$ cat src/hdl/status_led_breath_animator_assert.svh
// Assertion macros for the status LED breath animator.
`ifndef STATUS_LED_BREATH_ANIMATOR_ASSERT_SVH
`define STATUS_LED_BREATH_ANIMATOR_ASSERT_SVH

`ifndef SYNTH

// Same-cycle implication, checked out of reset.
`define SLBA_ASSERT_NOW(label, ante, cons) \
  label: assert property (@(posedge clk) disable iff (rst) (ante) |-> (cons)) \
    else $error("status_led_breath_animator: check failed");

// Next-cycle implication, checked out of reset.
`define SLBA_ASSERT_NEXT(label, ante, cons) \
  label: assert property (@(posedge clk) disable iff (rst) (ante) |=> (cons)) \
    else $error("status_led_breath_animator: check failed");

`else

`define SLBA_ASSERT_NOW(label, ante, cons)
`define SLBA_ASSERT_NEXT(label, ante, cons)

`endif

`endif

$ cat src/hdl/sled_pkg.sv
`default_nettype none

package sled_pkg;

  // Timer widths
  localparam int TIMER_WIDTH = 16;
  localparam int PERIOD_W    = 10;
  localparam int DURATION_W  = 14;
  localparam int CMP_W       = (TIMER_WIDTH > DURATION_W) ? TIMER_WIDTH : DURATION_W;
  localparam int LEVEL_W     = 5;

  // Input function codes
  localparam logic [1:0] FUNC_TICK  = 2'd0;
  localparam logic [1:0] FUNC_MODE  = 2'd1;
  localparam logic [1:0] FUNC_FLASH = 2'd2;

  // Mode codes
  localparam logic [2:0] MODE_OFF        = 3'd0;
  localparam logic [2:0] MODE_CONNECTING = 3'd1;
  localparam logic [2:0] MODE_SEARCHING  = 3'd2;
  localparam logic [2:0] MODE_ACTIVE     = 3'd3;
  localparam logic [2:0] MODE_ERROR      = 3'd4;
  localparam logic [2:0] MODE_CLAIM      = 3'd5;

  // Config register indexes
  localparam logic [1:0] CFG_LED_ENABLE     = 2'd0;
  localparam logic [1:0] CFG_BRIGHT_LIMIT   = 2'd1;
  localparam logic [1:0] CFG_REFRESH_PERIOD = 2'd2;
  localparam logic [1:0] CFG_FLASH_DURATION = 2'd3;
  localparam int         CFG_DATA_W         = DURATION_W;

  // Register reset values
  localparam logic [7:0]            BRIGHT_LIMIT_RST   = 8'd25;
  localparam logic [PERIOD_W-1:0]   REFRESH_PERIOD_RST = PERIOD_W'(30);
  localparam logic [DURATION_W-1:0] FLASH_DURATION_RST = DURATION_W'(600);

  // Breath limits
  localparam logic [LEVEL_W-1:0] BLUE_BOTTOM  = LEVEL_W'(0);
  localparam logic [LEVEL_W-1:0] BLUE_TOP     = LEVEL_W'(20);
  localparam logic [LEVEL_W-1:0] GREEN_BOTTOM = LEVEL_W'(3);
  localparam logic [LEVEL_W-1:0] GREEN_TOP    = LEVEL_W'(22);

  typedef struct packed {
    logic [1:0] func;
    logic [2:0] mode;
  } in_word_t;

  typedef struct packed {
    logic [7:0] red;
    logic [7:0] green;
    logic [7:0] blue;
  } out_word_t;

endpackage

`default_nettype wire

$ cat src/hdl/status_led_breath_animator.sv
// Status LED breath animator.
// Input channel (in_valid / in_stall / in_data): each word is a 1 ms tick, a
// mode change or a flash request. A word is taken when in_valid is high and
// in_stall is low. Output channel (out_valid / out_stall / out_data) carries
// the red/green/blue levels each time the LED is written; a word is taken when
// out_valid is high and out_stall is low. Config channel (cfg_valid /
// cfg_ready / cfg_index / cfg_data) writes led_enable, the brightness limit,
// refresh_period_ms and flash_duration_ms; cfg_ready is always high.
// Throughput: one input word per cycle while in_stall is low. All state
// updates for a word happen in the cycle it is taken; its LED word (if any)
// goes to the output register, or to the skid register if the output is
// stalled. A one-word skid register behind the output register lets input
// be taken while a result waits; in_stall rises only once that register fills.
// Reset (rst, synchronous, active high) restores the register defaults
// (enabled, brightness 25, period 30 ms, flash 600 ms), mode off, breath level
// 0 rising, timers cleared, no flash pending and empty output buffers.
`default_nettype none

`include "status_led_breath_animator_assert.svh"

module status_led_breath_animator (
  input  wire logic                             clk,
  input  wire logic                             rst,
  input  wire logic                             in_valid,
  output logic                                  in_stall,
  input  wire sled_pkg::in_word_t               in_data,
  output logic                                  out_valid,
  input  wire logic                             out_stall,
  output sled_pkg::out_word_t                   out_data,
  input  wire logic                             cfg_valid,
  output logic                                  cfg_ready,
  input  wire logic [1:0]                       cfg_index,
  input  wire logic [sled_pkg::CFG_DATA_W-1:0]  cfg_data
);
  import sled_pkg::*;

  localparam logic [TIMER_WIDTH-1:0] TIMER_MAX = {TIMER_WIDTH{1'b1}};

  // Config registers
  logic                  led_enable;
  logic [7:0]            bright_limit;
  logic [PERIOD_W-1:0]   refresh_period_ms;
  logic [DURATION_W-1:0] flash_duration_ms;

  // Animation state
  logic [2:0]             current_mode;
  logic [LEVEL_W-1:0]     breath_level;
  logic                   breath_rising;
  logic [TIMER_WIDTH-1:0] ms_since_refresh;
  logic                   flash_pending;
  logic [TIMER_WIDTH-1:0] flash_age_ms;

  logic [2:0]             current_mode_next;
  logic [LEVEL_W-1:0]     breath_level_next;
  logic                   breath_rising_next;
  logic [TIMER_WIDTH-1:0] ms_since_refresh_next;
  logic                   flash_pending_next;
  logic [TIMER_WIDTH-1:0] flash_age_ms_next;

  // Output buffering
  logic      skid_valid;
  out_word_t skid_data;

  logic      in_accept;
  logic      res_valid;
  logic      produce;
  logic      ref_pass;
  logic      attempt;
  logic      flash_live;
  logic [7:0] raw_r, raw_g, raw_b;
  out_word_t res_word;
  logic [LEVEL_W-1:0] lvl_base;
  logic               rising_base;
  logic [LEVEL_W-1:0] step_level;
  logic               step_rising;
  logic [LEVEL_W-1:0] bottom, top;
  logic [LEVEL_W-1:0] lvl_inc;

  // Cap one channel at the brightness limit, zero when disabled.
  function automatic logic [7:0] cap(input logic [7:0] v, input logic [7:0] m,
                                     input logic en);
    logic [7:0] c;
    c = (v > m) ? m : v;
    return en ? c : 8'd0;
  endfunction

  assign cfg_ready = 1'b1;
  assign in_stall  = skid_valid;
  assign in_accept = in_valid && !in_stall;
  assign produce   = in_accept && res_valid;

  // Breath step for the effective mode
  assign bottom  = (current_mode_next == MODE_ACTIVE) ? GREEN_BOTTOM : BLUE_BOTTOM;
  assign top     = (current_mode_next == MODE_ACTIVE) ? GREEN_TOP : BLUE_TOP;
  assign lvl_inc = lvl_base + LEVEL_W'(1);

  always_comb begin
    if (rising_base) begin
      step_level  = lvl_inc;
      step_rising = !(lvl_inc >= top);
    end else if (lvl_base > bottom) begin
      step_level  = lvl_base - LEVEL_W'(1);
      step_rising = 1'b0;
    end else begin
      step_level  = lvl_base;
      step_rising = 1'b1;
    end
  end

  // Per-word update
  always_comb begin
    current_mode_next     = current_mode;
    breath_level_next     = breath_level;
    breath_rising_next    = breath_rising;
    ms_since_refresh_next = ms_since_refresh;
    flash_pending_next    = flash_pending;
    flash_age_ms_next     = flash_age_ms;
    lvl_base              = breath_level;
    rising_base           = breath_rising;
    attempt               = 1'b0;
    res_valid             = 1'b0;
    raw_r                 = 8'd0;
    raw_g                 = 8'd0;
    raw_b                 = 8'd0;

    unique case (in_data.func)
      FUNC_TICK: begin
        attempt = 1'b1;
        if (ms_since_refresh != TIMER_MAX) begin
          ms_since_refresh_next = ms_since_refresh + TIMER_WIDTH'(1);
        end
        if (flash_pending && flash_age_ms != TIMER_MAX) begin
          flash_age_ms_next = flash_age_ms + TIMER_WIDTH'(1);
        end
      end
      FUNC_MODE: begin
        if (in_data.mode <= MODE_CLAIM && in_data.mode != current_mode) begin
          attempt            = 1'b1;
          current_mode_next  = in_data.mode;
          breath_level_next  = '0;
          breath_rising_next = 1'b1;
          lvl_base           = '0;
          rising_base        = 1'b1;
        end
      end
      FUNC_FLASH: begin
        flash_pending_next = 1'b1;
        flash_age_ms_next  = '0;
        res_valid          = 1'b1;
        raw_r              = bright_limit;
        raw_b              = bright_limit;
      end
      default: begin
      end
    endcase

    // Refresh attempt
    ref_pass   = attempt &&
                 (CMP_W'(ms_since_refresh_next) >= CMP_W'(refresh_period_ms));
    flash_live = flash_pending_next &&
                 (CMP_W'(flash_age_ms_next) < CMP_W'(flash_duration_ms));
    if (ref_pass) begin
      ms_since_refresh_next = '0;
      res_valid             = 1'b1;
      if (flash_live) begin
        raw_r = bright_limit;
        raw_b = bright_limit;
      end else begin
        flash_pending_next = 1'b0;
        if (led_enable) begin
          unique case (current_mode_next)
            MODE_CONNECTING: begin
              breath_level_next  = step_level;
              breath_rising_next = step_rising;
              raw_b              = 8'(step_level);
            end
            MODE_SEARCHING: begin
              raw_r = bright_limit;
              raw_g = bright_limit >> 1;
            end
            MODE_ACTIVE: begin
              breath_level_next  = step_level;
              breath_rising_next = step_rising;
              raw_g              = 8'(step_level);
            end
            MODE_ERROR: begin
              raw_r = bright_limit;
            end
            MODE_CLAIM: begin
              raw_r = bright_limit;
              raw_b = bright_limit;
            end
            default: begin
            end
          endcase
        end
      end
    end

    res_word.red   = cap(raw_r, bright_limit, led_enable);
    res_word.green = cap(raw_g, bright_limit, led_enable);
    res_word.blue  = cap(raw_b, bright_limit, led_enable);
  end

  // Config writes
  always_ff @(posedge clk) begin
    if (rst) begin
      led_enable        <= 1'b1;
      bright_limit      <= BRIGHT_LIMIT_RST;
      refresh_period_ms <= REFRESH_PERIOD_RST;
      flash_duration_ms <= FLASH_DURATION_RST;
    end else if (cfg_valid && cfg_ready) begin
      unique case (cfg_index)
        CFG_LED_ENABLE:     led_enable        <= cfg_data[0];
        CFG_BRIGHT_LIMIT:   bright_limit      <= cfg_data[7:0];
        CFG_REFRESH_PERIOD: refresh_period_ms <= cfg_data[PERIOD_W-1:0];
        CFG_FLASH_DURATION: flash_duration_ms <= cfg_data[DURATION_W-1:0];
        default: begin
        end
      endcase
    end
  end

  // State registers
  always_ff @(posedge clk) begin
    if (rst) begin
      current_mode     <= MODE_OFF;
      breath_level     <= '0;
      breath_rising    <= 1'b1;
      ms_since_refresh <= '0;
      flash_pending    <= 1'b0;
      flash_age_ms     <= '0;
    end else if (in_accept) begin
      current_mode     <= current_mode_next;
      breath_level     <= breath_level_next;
      breath_rising    <= breath_rising_next;
      ms_since_refresh <= ms_since_refresh_next;
      flash_pending    <= flash_pending_next;
      flash_age_ms     <= flash_age_ms_next;
    end
  end

  // Output register and skid register control
  always_ff @(posedge clk) begin
    if (rst) begin
      out_valid  <= 1'b0;
      skid_valid <= 1'b0;
    end else if (!out_valid || !out_stall) begin
      if (skid_valid) begin
        out_valid  <= 1'b1;
        skid_valid <= produce;
      end else begin
        out_valid  <= produce;
      end
    end else if (produce) begin
      skid_valid <= 1'b1;
    end
  end

  // Output payloads
  always_ff @(posedge clk) begin
    if (!out_valid || !out_stall) begin
      if (skid_valid) begin
        out_data  <= skid_data;
        skid_data <= res_word;
      end else begin
        out_data  <= res_word;
      end
    end else if (produce) begin
      skid_data <= res_word;
    end
  end

  // Checks
  `SLBA_ASSERT_NOW(a_skid_behind_out, skid_valid, out_valid)
  `SLBA_ASSERT_NOW(a_breath_in_range, 1'b1, breath_level <= GREEN_TOP)
  `SLBA_ASSERT_NEXT(a_refresh_clears_timer, in_accept && ref_pass, ms_since_refresh == '0)

endmodule

`default_nettype wire
$ cat config.mk
export PLATFORM = sky130hd
export DESIGN_NAME = status_led_breath_animator
export DESIGN_NICKNAME = d
export VERILOG_FILES = /design/src/hdl/sled_pkg.sv /design/src/hdl/status_led_breath_animator.sv
export VERILOG_INCLUDE_DIRS = /design/src /design/src/hdl
export SDC_FILE = /design/constraint.sdc
export NUM_CORES = 1
export LEC_CHECK = 0
export BUFFER_PORTS_ARGS = -buffer_cell sky130_fd_sc_hd__buf_2
export CORE_AREA = 2 2 113 115
export CTS_CLUSTER_DIAMETER = 150
export DETAILED_ROUTE_END_ITERATION = 12
export DIE_AREA = 0 0 115 117
export PLACE_DENSITY = 0.84
export RECOVER_POWER = 25
export SLEW_MARGIN = 10
export SYNTH_ARGS = -nofsm -noshare
export SYNTH_HDL_FRONTEND = slang
export SYNTH_SLANG_ARGS = --single-unit
export TNS_END_PERCENT = 5
$ cat constraint.sdc
create_clock -name clk -period 10.65 [get_ports clk]
set_clock_uncertainty 0.05 [all_clocks]
set_input_delay 2.6625 -clock clk [delete_from_list [all_inputs] [get_ports clk]]
set_output_delay 2.6625 -clock clk [all_outputs]
set_load 0.02 [all_outputs]
==> impl_metrics.json, run 1 <==
{
  "status": "complete, but fails checks",
  "violations": "capacitance limit, slew limit",
  "grt_usage_pct": 31.2,
  "synth_mux_area_share_pct": 1.45,
  "drv_cap": 2,
  "clk_path_buf_depth": 2,
  "yosysWarningCount": 0,
  "pwr-share-seq_pct": 42.3,
  "synth_area_sq_um": 7860,
  "worst_path_max_delay_cell": "o41ai_4",
  "multi_input_comb_area_sq_um": 4490,
  "antenna_found_initial": 0,
  "clkSinkCount": 125,
  "totalNegativeSetupSlack_ns": 0,
  "fmax_ghz": 0.114,
  "worstPathArrival_ns": 8.82,
  "seq_area_sq_um": 2980,
  "die_x_um": 115,
  "gp_congestion": 0.935,
  "ys_seq_area_share_pct": 37.9,
  "startpoint_type": "primary input",
  "post-route-cell-area_sq_um": 8800,
  "hp-class": "reg -> reg",
  "grt_max_degree": 74,
  "antenna_cells": 0,
  "drc": 0,
  "gr-total-overflow": 0,
  "wl_mm": 20.0,
  "synthToLayoutAreaGrowth_pct": 11.9,
  "final_cell_mix": "nand2_1, dfxtp_1, a21oi_1",
  "grt_pass1_vias": 6829,
  "path_cells": "buf_2, nor2_1, and2_0, nand4_1, xnor2_1, ha_1, a21o_1, a2111oi_0, o21ai_0, a221o_1, o41ai_4, o21ai_0, and2_1, ha_1, a21o_1, a21o_1, o22ai_1, nand2_1, o31a_1, nand2_1, o31ai_1",
  "port-buffer-count": 51,
  "maxSlewViolCount": 64,
  "rows": 41,
  "synth_compound_area_share_pct": 20.5,
  "cts-root-buf": "clkbuf_16",
  "p_per_area_nw_per_um2": 138,
  "syn_inst": 932,
  "period_share_pct": 82.3,
  "period_minus_slack_ns": 8.77,
  "slowest_delay_ns": 0.67,
  "relSlewSlack_pct": -10.2,
  "cts_resized": 0,
  "p_leak_nw": 3.54,
  "ctsHoldBuffers": 0,
  "detailed_place_hpwl_mm": 13.9,
  "final_common_cell": "nand2_1",
  "clk_latency_ns": 0.43,
  "crit_required_ns": 10.71,
  "post_cts_buffers": 0,
  "core_area_sq_um": 12300,
  "nets": 1044,
  "synth_fp_nets": 1011,
  "first_pass_iters": 8,
  "end_kind": "flip-flop",
  "cts_made_buffers": 17,
  "cts_tree": "yes",
  "rsz0062_at_grt": "no",
  "initial_core_util_pct": 63.9,
  "grt_pass1_wl_mm": 32.8,
  "critPathKind": "in -> reg",
  "post_drt_via_cell_ratio": 6.41,
  "synth-simple-area-share_pct": 23.3,
  "async_flop_share_pct": 0,
  "crit_top_cell": "a21o_1",
  "pwr-share-comb_pct": 9.1,
  "synth_top_family_by_area": "simple AND/OR/NAND/NOR gates",
  "ir_drop_v": 0.000112,
  "finalHoldViolations": 0,
  "drtAntennaViolNets": 0,
  "vias": 7231,
  "worst_pin_slew_ns": 1.65,
  "synth_seq_cells": 125,
  "setup_violations": 0,
  "internal-power_mw": 0.916,
  "synth.distinct_cells": 76,
  "p_sw_share_pct": 24.7,
  "clk_pin_slew_ns": 0.06,
  "pwr-share-clk_pct": 48.6,
  "drive_gt1_share_pct": 11.1,
  "synth_xor_area_share_pct": 3.23,
  "drtIter0Drc": 616,
  "dieArea_sq_um": 13500,
  "synthAdderAreaFrac_pct": 8.44,
  "synth_area_per_cell_sq_um": 8.43,
  "htree_num_levels": 4,
  "dpl_cell_area_sq_um": 8200,
  "wl_per_cell_um": 17.7,
  "die_h_um": 117,
  "netSwitchingPower_mw": 0.300,
  "synthFlopType": "dfxtp_1",
  "cp_max_fo": 12,
  "ioPinCount": 53,
  "synth_edf_count": 48,
  "fill_cells": 981
}
-- power by group through the flow --
stage	clock, mW	sequential, mW	combinational, mW
after floorplan	0	0.529	0.0698
after global placement	0	0.524	0.105
after detailed placement	0	0.525	0.108
after CTS	0.596	0.514	0.109
after global routing	0.614	0.516	0.122
final	0.591	0.515	0.111
-- through the flow --
stage / util [%] / std cells / power [mW] / setup WS (ns) / hold WS, ns
2_1_floorplan: - / 932 / 0.598 / 2.61 / 0.386
3_3_place_gp: 66.6 / 1096 / 0.629 / 1.83 / 0.392
3_5_place_dp: 66.6 / 1096 / 0.633 / 1.57 / 0.397
4_1_cts: 71.6 / 1128 / 1.22 / 2.03 / 0.406
5_1_grt: 71.5 / 1128 / 1.25 / 1.32 / 0.426
6_report: 71.5 / 1128 / 1.22 / 1.88 / 0.405
-- synth_stat cells (5+ instances only) --
cell	instances	area, sq um
nor4_1	5	31.3
ha_1	53	663
a32oi_1	8	70.1
nand3b_1	5	37.5
o31ai_1	12	90.1
nand2_1	135	507
o22ai_1	9	56.3
dfxtp_1	77	1540
o21ai_0	31	155
o21a_1	7	52.6
nor2_1	64	240
xor2_1	13	114
a21o_1	13	97.6
and2_1	20	125
a32o_1	6	60.1
a31oi_1	10	62.6
inv_1	53	199
a21boi_0	5	37.5
o211ai_1	5	37.5
buf_2	5	25.0
nor2b_1	12	75.1
nor3_1	20	100
edfxtp_1	48	1440
a21oi_1	74	370
and3_1	5	31.3
clkbuf_1	37	139
mux2i_1	8	80.1
or3_1	11	68.8
nand4_1	20	125
a211o_1	10	87.6
nand3_1	39	195
nand2b_1	11	68.8
a211oi_1	7	52.6
xnor2_1	16	140
-- worst max-delay path: cells and delay by family --
| family | cells | cell delay (ns) |
|---|---|---|
| and+or+nand+nor | 6 | 1.78 |
| buffers and inverters | 1 | 0.18 |
| AOI/OAI and AO/OA | 11 | 3.43 |
| xor gates and xnor gates | 1 | 0.18 |
| adders and majority gates | 2 | 0.58 |
-- routing by layer --
layer	vias to the layer above	GRT usage, %	routed length, um
li1	3451	-	-
met1	3402	36.3	7900
met2	298	53.9	9830
met3	80	6.18	1290
met4	0	17.7	987
met5	-	0	0
-- path summary, 6_finish.rpt --
kind	from	endpoint	slack (ns)	cells after the start
hold / removal	flash_duration_ms[13]	flash_duration_ms[13]	0.40	2
setup reg to reg	flash_age_ms[0]	out_data[6]	3.38	24
setup / recovery	in_data[3]	out_data[6]	1.88	21
hold reg to reg	flash_duration_ms[13]	flash_duration_ms[13]	0.40	2
-- registers in the layout (all words and copies together) (netlist names) --
signal,cells
flash_pending,1
bright_limit,8
ms_since_refresh,16
led_enable,1
flash_duration_ms,14
in_stall,1
breath_rising,1
breath_level,5
current_mode,3
out_valid,1
flash_age_ms,16
refresh_period_ms,10
skid_data,24
out_data,24
-- kinds of logic after synthesis --
kind of cell / count (synthesis)
AO/OA/AOI/OAI: 236
XOR/XNOR: 29
adder cells (fa/ha/maj): 53
buffers and inverters: 102
flip-flops: 125
multiplexers: 11
other: 2
AND/OR/NAND/NOR: 374
-- layout make-up --
class	count	share of cell area, %
Multi-Input combinational cell	705	51.0
Sequential cell	125	33.9
Clock buffer	20	5.45
Timing Repair Buffer	62	3.71
Inverter	54	2.30
Tap cell	150	2.13
Clock inverter	12	1.51
(Power assumes the default switching activity.)
==> run 2: changes to the inputs <==
--- a/config.mk
+++ b/config.mk
@@ -7,11 +7,11 @@
 export NUM_CORES = 1
 export LEC_CHECK = 0
 export BUFFER_PORTS_ARGS = -buffer_cell sky130_fd_sc_hd__buf_2
-export CORE_AREA = 2 2 113 115
+export CORE_AREA = 2 2 122 124
 export CTS_CLUSTER_DIAMETER = 150
 export DETAILED_ROUTE_END_ITERATION = 12
-export DIE_AREA = 0 0 115 117
-export PLACE_DENSITY = 0.84
+export DIE_AREA = 0 0 124 126
+export PLACE_DENSITY = 0.76
 export RECOVER_POWER = 25
 export SLEW_MARGIN = 10
 export SYNTH_ARGS = -nofsm -noshare
==> constraint.sdc (replaced) <==
create_clock -name clk -period 7.2 [get_ports clk]
set_clock_uncertainty 0.05 [all_clocks]
set_input_delay 1.8 -clock clk [delete_from_list [all_inputs] [get_ports clk]]
set_output_delay 1.8 -clock clk [all_outputs]
set_load 0.02 [all_outputs]
==> run 2 against run 1 <==
  * The flow still finishes with violations (capacitance limit, slew limit)
  * Critical path depth grew 3
  * Non-clock buffer count up 14
  * Combinational power is 49% higher
  * Register-to-register slack lost 2.5 ns
  * Via count fell by 0.90%
  * Critical path type unchanged
  * Highest routed layer unchanged
==> impl_metrics.json, run 2 (same netlist as run 1, synthesis figures left out) <==
{
  "status": "complete, but fails checks",
  "violations": "capacitance limit, slew limit",
  "antenna_found_initial": 0,
  "min_from": "flash_duration_ms[12]",
  "reg_top3": "out_data: 24 flops, skid_data: 24 flops",
  "reg2reg_depth": 25,
  "rows": 44,
  "pwr-share-clk_pct": 46.9,
  "final_cell_mix": "nand2_1, dfxtp_1, a21oi_1",
  "cts_tree": "yes",
  "cp_max_fo": 11,
  "period_share_pct": 94.3,
  "setup_violations": 0,
  "pre_cts_ws_ns": 0.0473,
  "drtIter0Drc": 684,
  "pwr-share-comb_pct": 9.5,
  "hold_ws_ns": 0.404,
  "initial_core_util_pct": 54.9,
  "gp_congestion": 0.916,
  "nets": 1058,
  "p_sw_share_pct": 25.9,
  "grt_max_degree": 44,
  "grt_pass1_vias": 6745,
  "post_drt_via_cell_ratio": 6.09,
  "crit_start": "in_data[3]",
  "startpoint_type": "primary input",
  "crit_required_ns": 7.26,
  "wl_per_cell_um": 17.2,
  "maxSlewViolCount": 112,
  "path_cells": "buf_2, nand2b_1, a21oi_1, nand4_1, xor2_1, nor2_1, ha_1, o21a_1, o21a_1, o2111ai_1, a211o_1, o211a_1, a21oi_2, nand2_1, o2bb2ai_1, ha_1, a21o_1, a21oi_1, a21oi_1, o22ai_1, nand2_1, o31a_1, nand2_1, o31ai_1",
  "gr-total-overflow": 0,
  "crit_end": "out_data[6]",
  "die_x_um": 124,
  "setup_slack_ns": 0.410,
  "met3_length_mm": 1.30,
  "htree_num_levels": 4,
  "drc": 0,
  "grt_pass1_wl_mm": 33.1,
  "ctsHoldBuffers": 0,
  "drv_cap": 3,
  "m1WireLength_mm": 8.22,
  "port-buffer-count": 51,
  "clk_path_buf_depth": 2,
  "clk_latency_ns": 0.43,
  "wl_mm": 20.2,
  "clkSinkCount": 125,
  "total_power_mw": 1.75,
  "final_common_cell": "nand2_1",
  "wl_met2_mm": 10.0,
  "vias": 7166,
  "slowest_delay_ns": 0.47,
  "critPathKind": "in -> reg",
  "ioPinCount": 53,
  "drive_gt1_share_pct": 11.2,
  "post_cts_buffers": 0,
  "totalNegativeSetupSlack_ns": 0,
  "clk_pin_slew_ns": 0.06,
  "grt_usage_pct": 27.1,
  "hp-class": "reg -> reg",
  "ir_drop_v": 0.000133,
  "detailed_place_hpwl_mm": 14.3,
  "r2r-end": "out_data[6]",
  "drtAntennaViolNets": 0,
  "p_per_area_nw_per_um2": 197,
  "cts_resized": 0,
  "reg2reg_setup_slack_ns": 0.89,
  "synthToLayoutAreaGrowth_pct": 13.1,
  "netSwitchingPower_mw": 0.452,
  "end_kind": "flip-flop",
  "relSlewSlack_pct": -18.4,
  "rsz0062_at_grt": "no",
  "worst_path_max_delay_cell": "a21oi_2",
  "dieArea_sq_um": 15600,
  "worst-path-buf-inv": 1,
  "top_layer_used": "met4",
  "worst_pin_slew_ns": 1.78,
  "crit_family": "compound AO/OA/AOI/OAI gates",
  "worstPathArrival_ns": 6.85,
  "cp_num_cells": 24,
  "core_area_sq_um": 14300,
  "antenna_cells": 0,
  "p_leak_nw": 3.52,
  "r2r-start": "flash_age_ms[0]",
  "pwr-share-seq_pct": 43.6,
  "finalHoldViolations": 0,
  "first_pass_iters": 5,
  "internal-power_mw": 1.30,
  "fmax_ghz": 0.147,
  "die_h_um": 126,
  "cts-root-buf": "clkbuf_16",
  "cts_made_buffers": 17,
  "period_minus_slack_ns": 6.79
}
## run 2: how the worst min path moves through the flow
| stage | depth (start not counted) | endpoint | slack, ns |
|---|---|---|---|
| after global routing | 2 | flash_duration_ms[7] | 0.43 |
| after CTS | 2 | flash_duration_ms[12] | 0.41 |
| after global placement | 2 | flash_duration_ms[13] | 0.39 |
| final | 2 | flash_duration_ms[12] | 0.40 |
| after floorplan | 2 | flash_duration_ms[10] | 0.39 |
| after detailed placement | 2 | flash_duration_ms[12] | 0.40 |
## run 2: worst min-delay path: cells and delay by family (launching register included)
family / cells / cell delay [ns]
AND/OR/NAND/NOR: 1 / 0.05
flip-flops: 1 / 0.31
AO/OA/AOI/OAI: 1 / 0.05
## run 2: power by group through the flow
stage	Clock, mW	Sequential, mW	Combinational, mW
6_report	0.821	0.762	0.165
2_1_floorplan	0	0.782	0.103
5_1_grt	0.863	0.764	0.183
4_1_cts	0.831	0.762	0.165
3_3_place_gp	0	0.776	0.161
3_5_place_dp	0	0.777	0.164
## run 2: per-stage QoR
| step | cell area, sq um | utilization, % | cells |
|---|---|---|---|
| floorplan | 7860 | - | 932 |
| global placement | 8350 | 58.3 | 1144 |
| detailed placement | 8350 | 58.3 | 1144 |
| CTS | 8920 | 62.3 | 1176 |
| global route | 8890 | 62.1 | 1176 |
| finish | 8890 | 62.1 | 1176 |
## run 2: area by class of cell
cell class | instances | area [sq um]
clock buffer | 21 | 493
clock inverter | 11 | 80.1
fill | 1254 | 5420
inverter | 54 | 203
multi-input combinational | 705 | 4490
sequential | 125 | 2980
tap | 184 | 230
timing repair buffer | 76 | 418
## run 2: metal layers
| layer | vias to the layer above | GRT usage (%) |
|---|---|---|
| li1 | 3480 | - |
| met1 | 3369 | 32.9 |
| met2 | 260 | 45.4 |
| met3 | 57 | 6.39 |
| met4 | 0 | 12.2 |
| met5 | - | 0 |
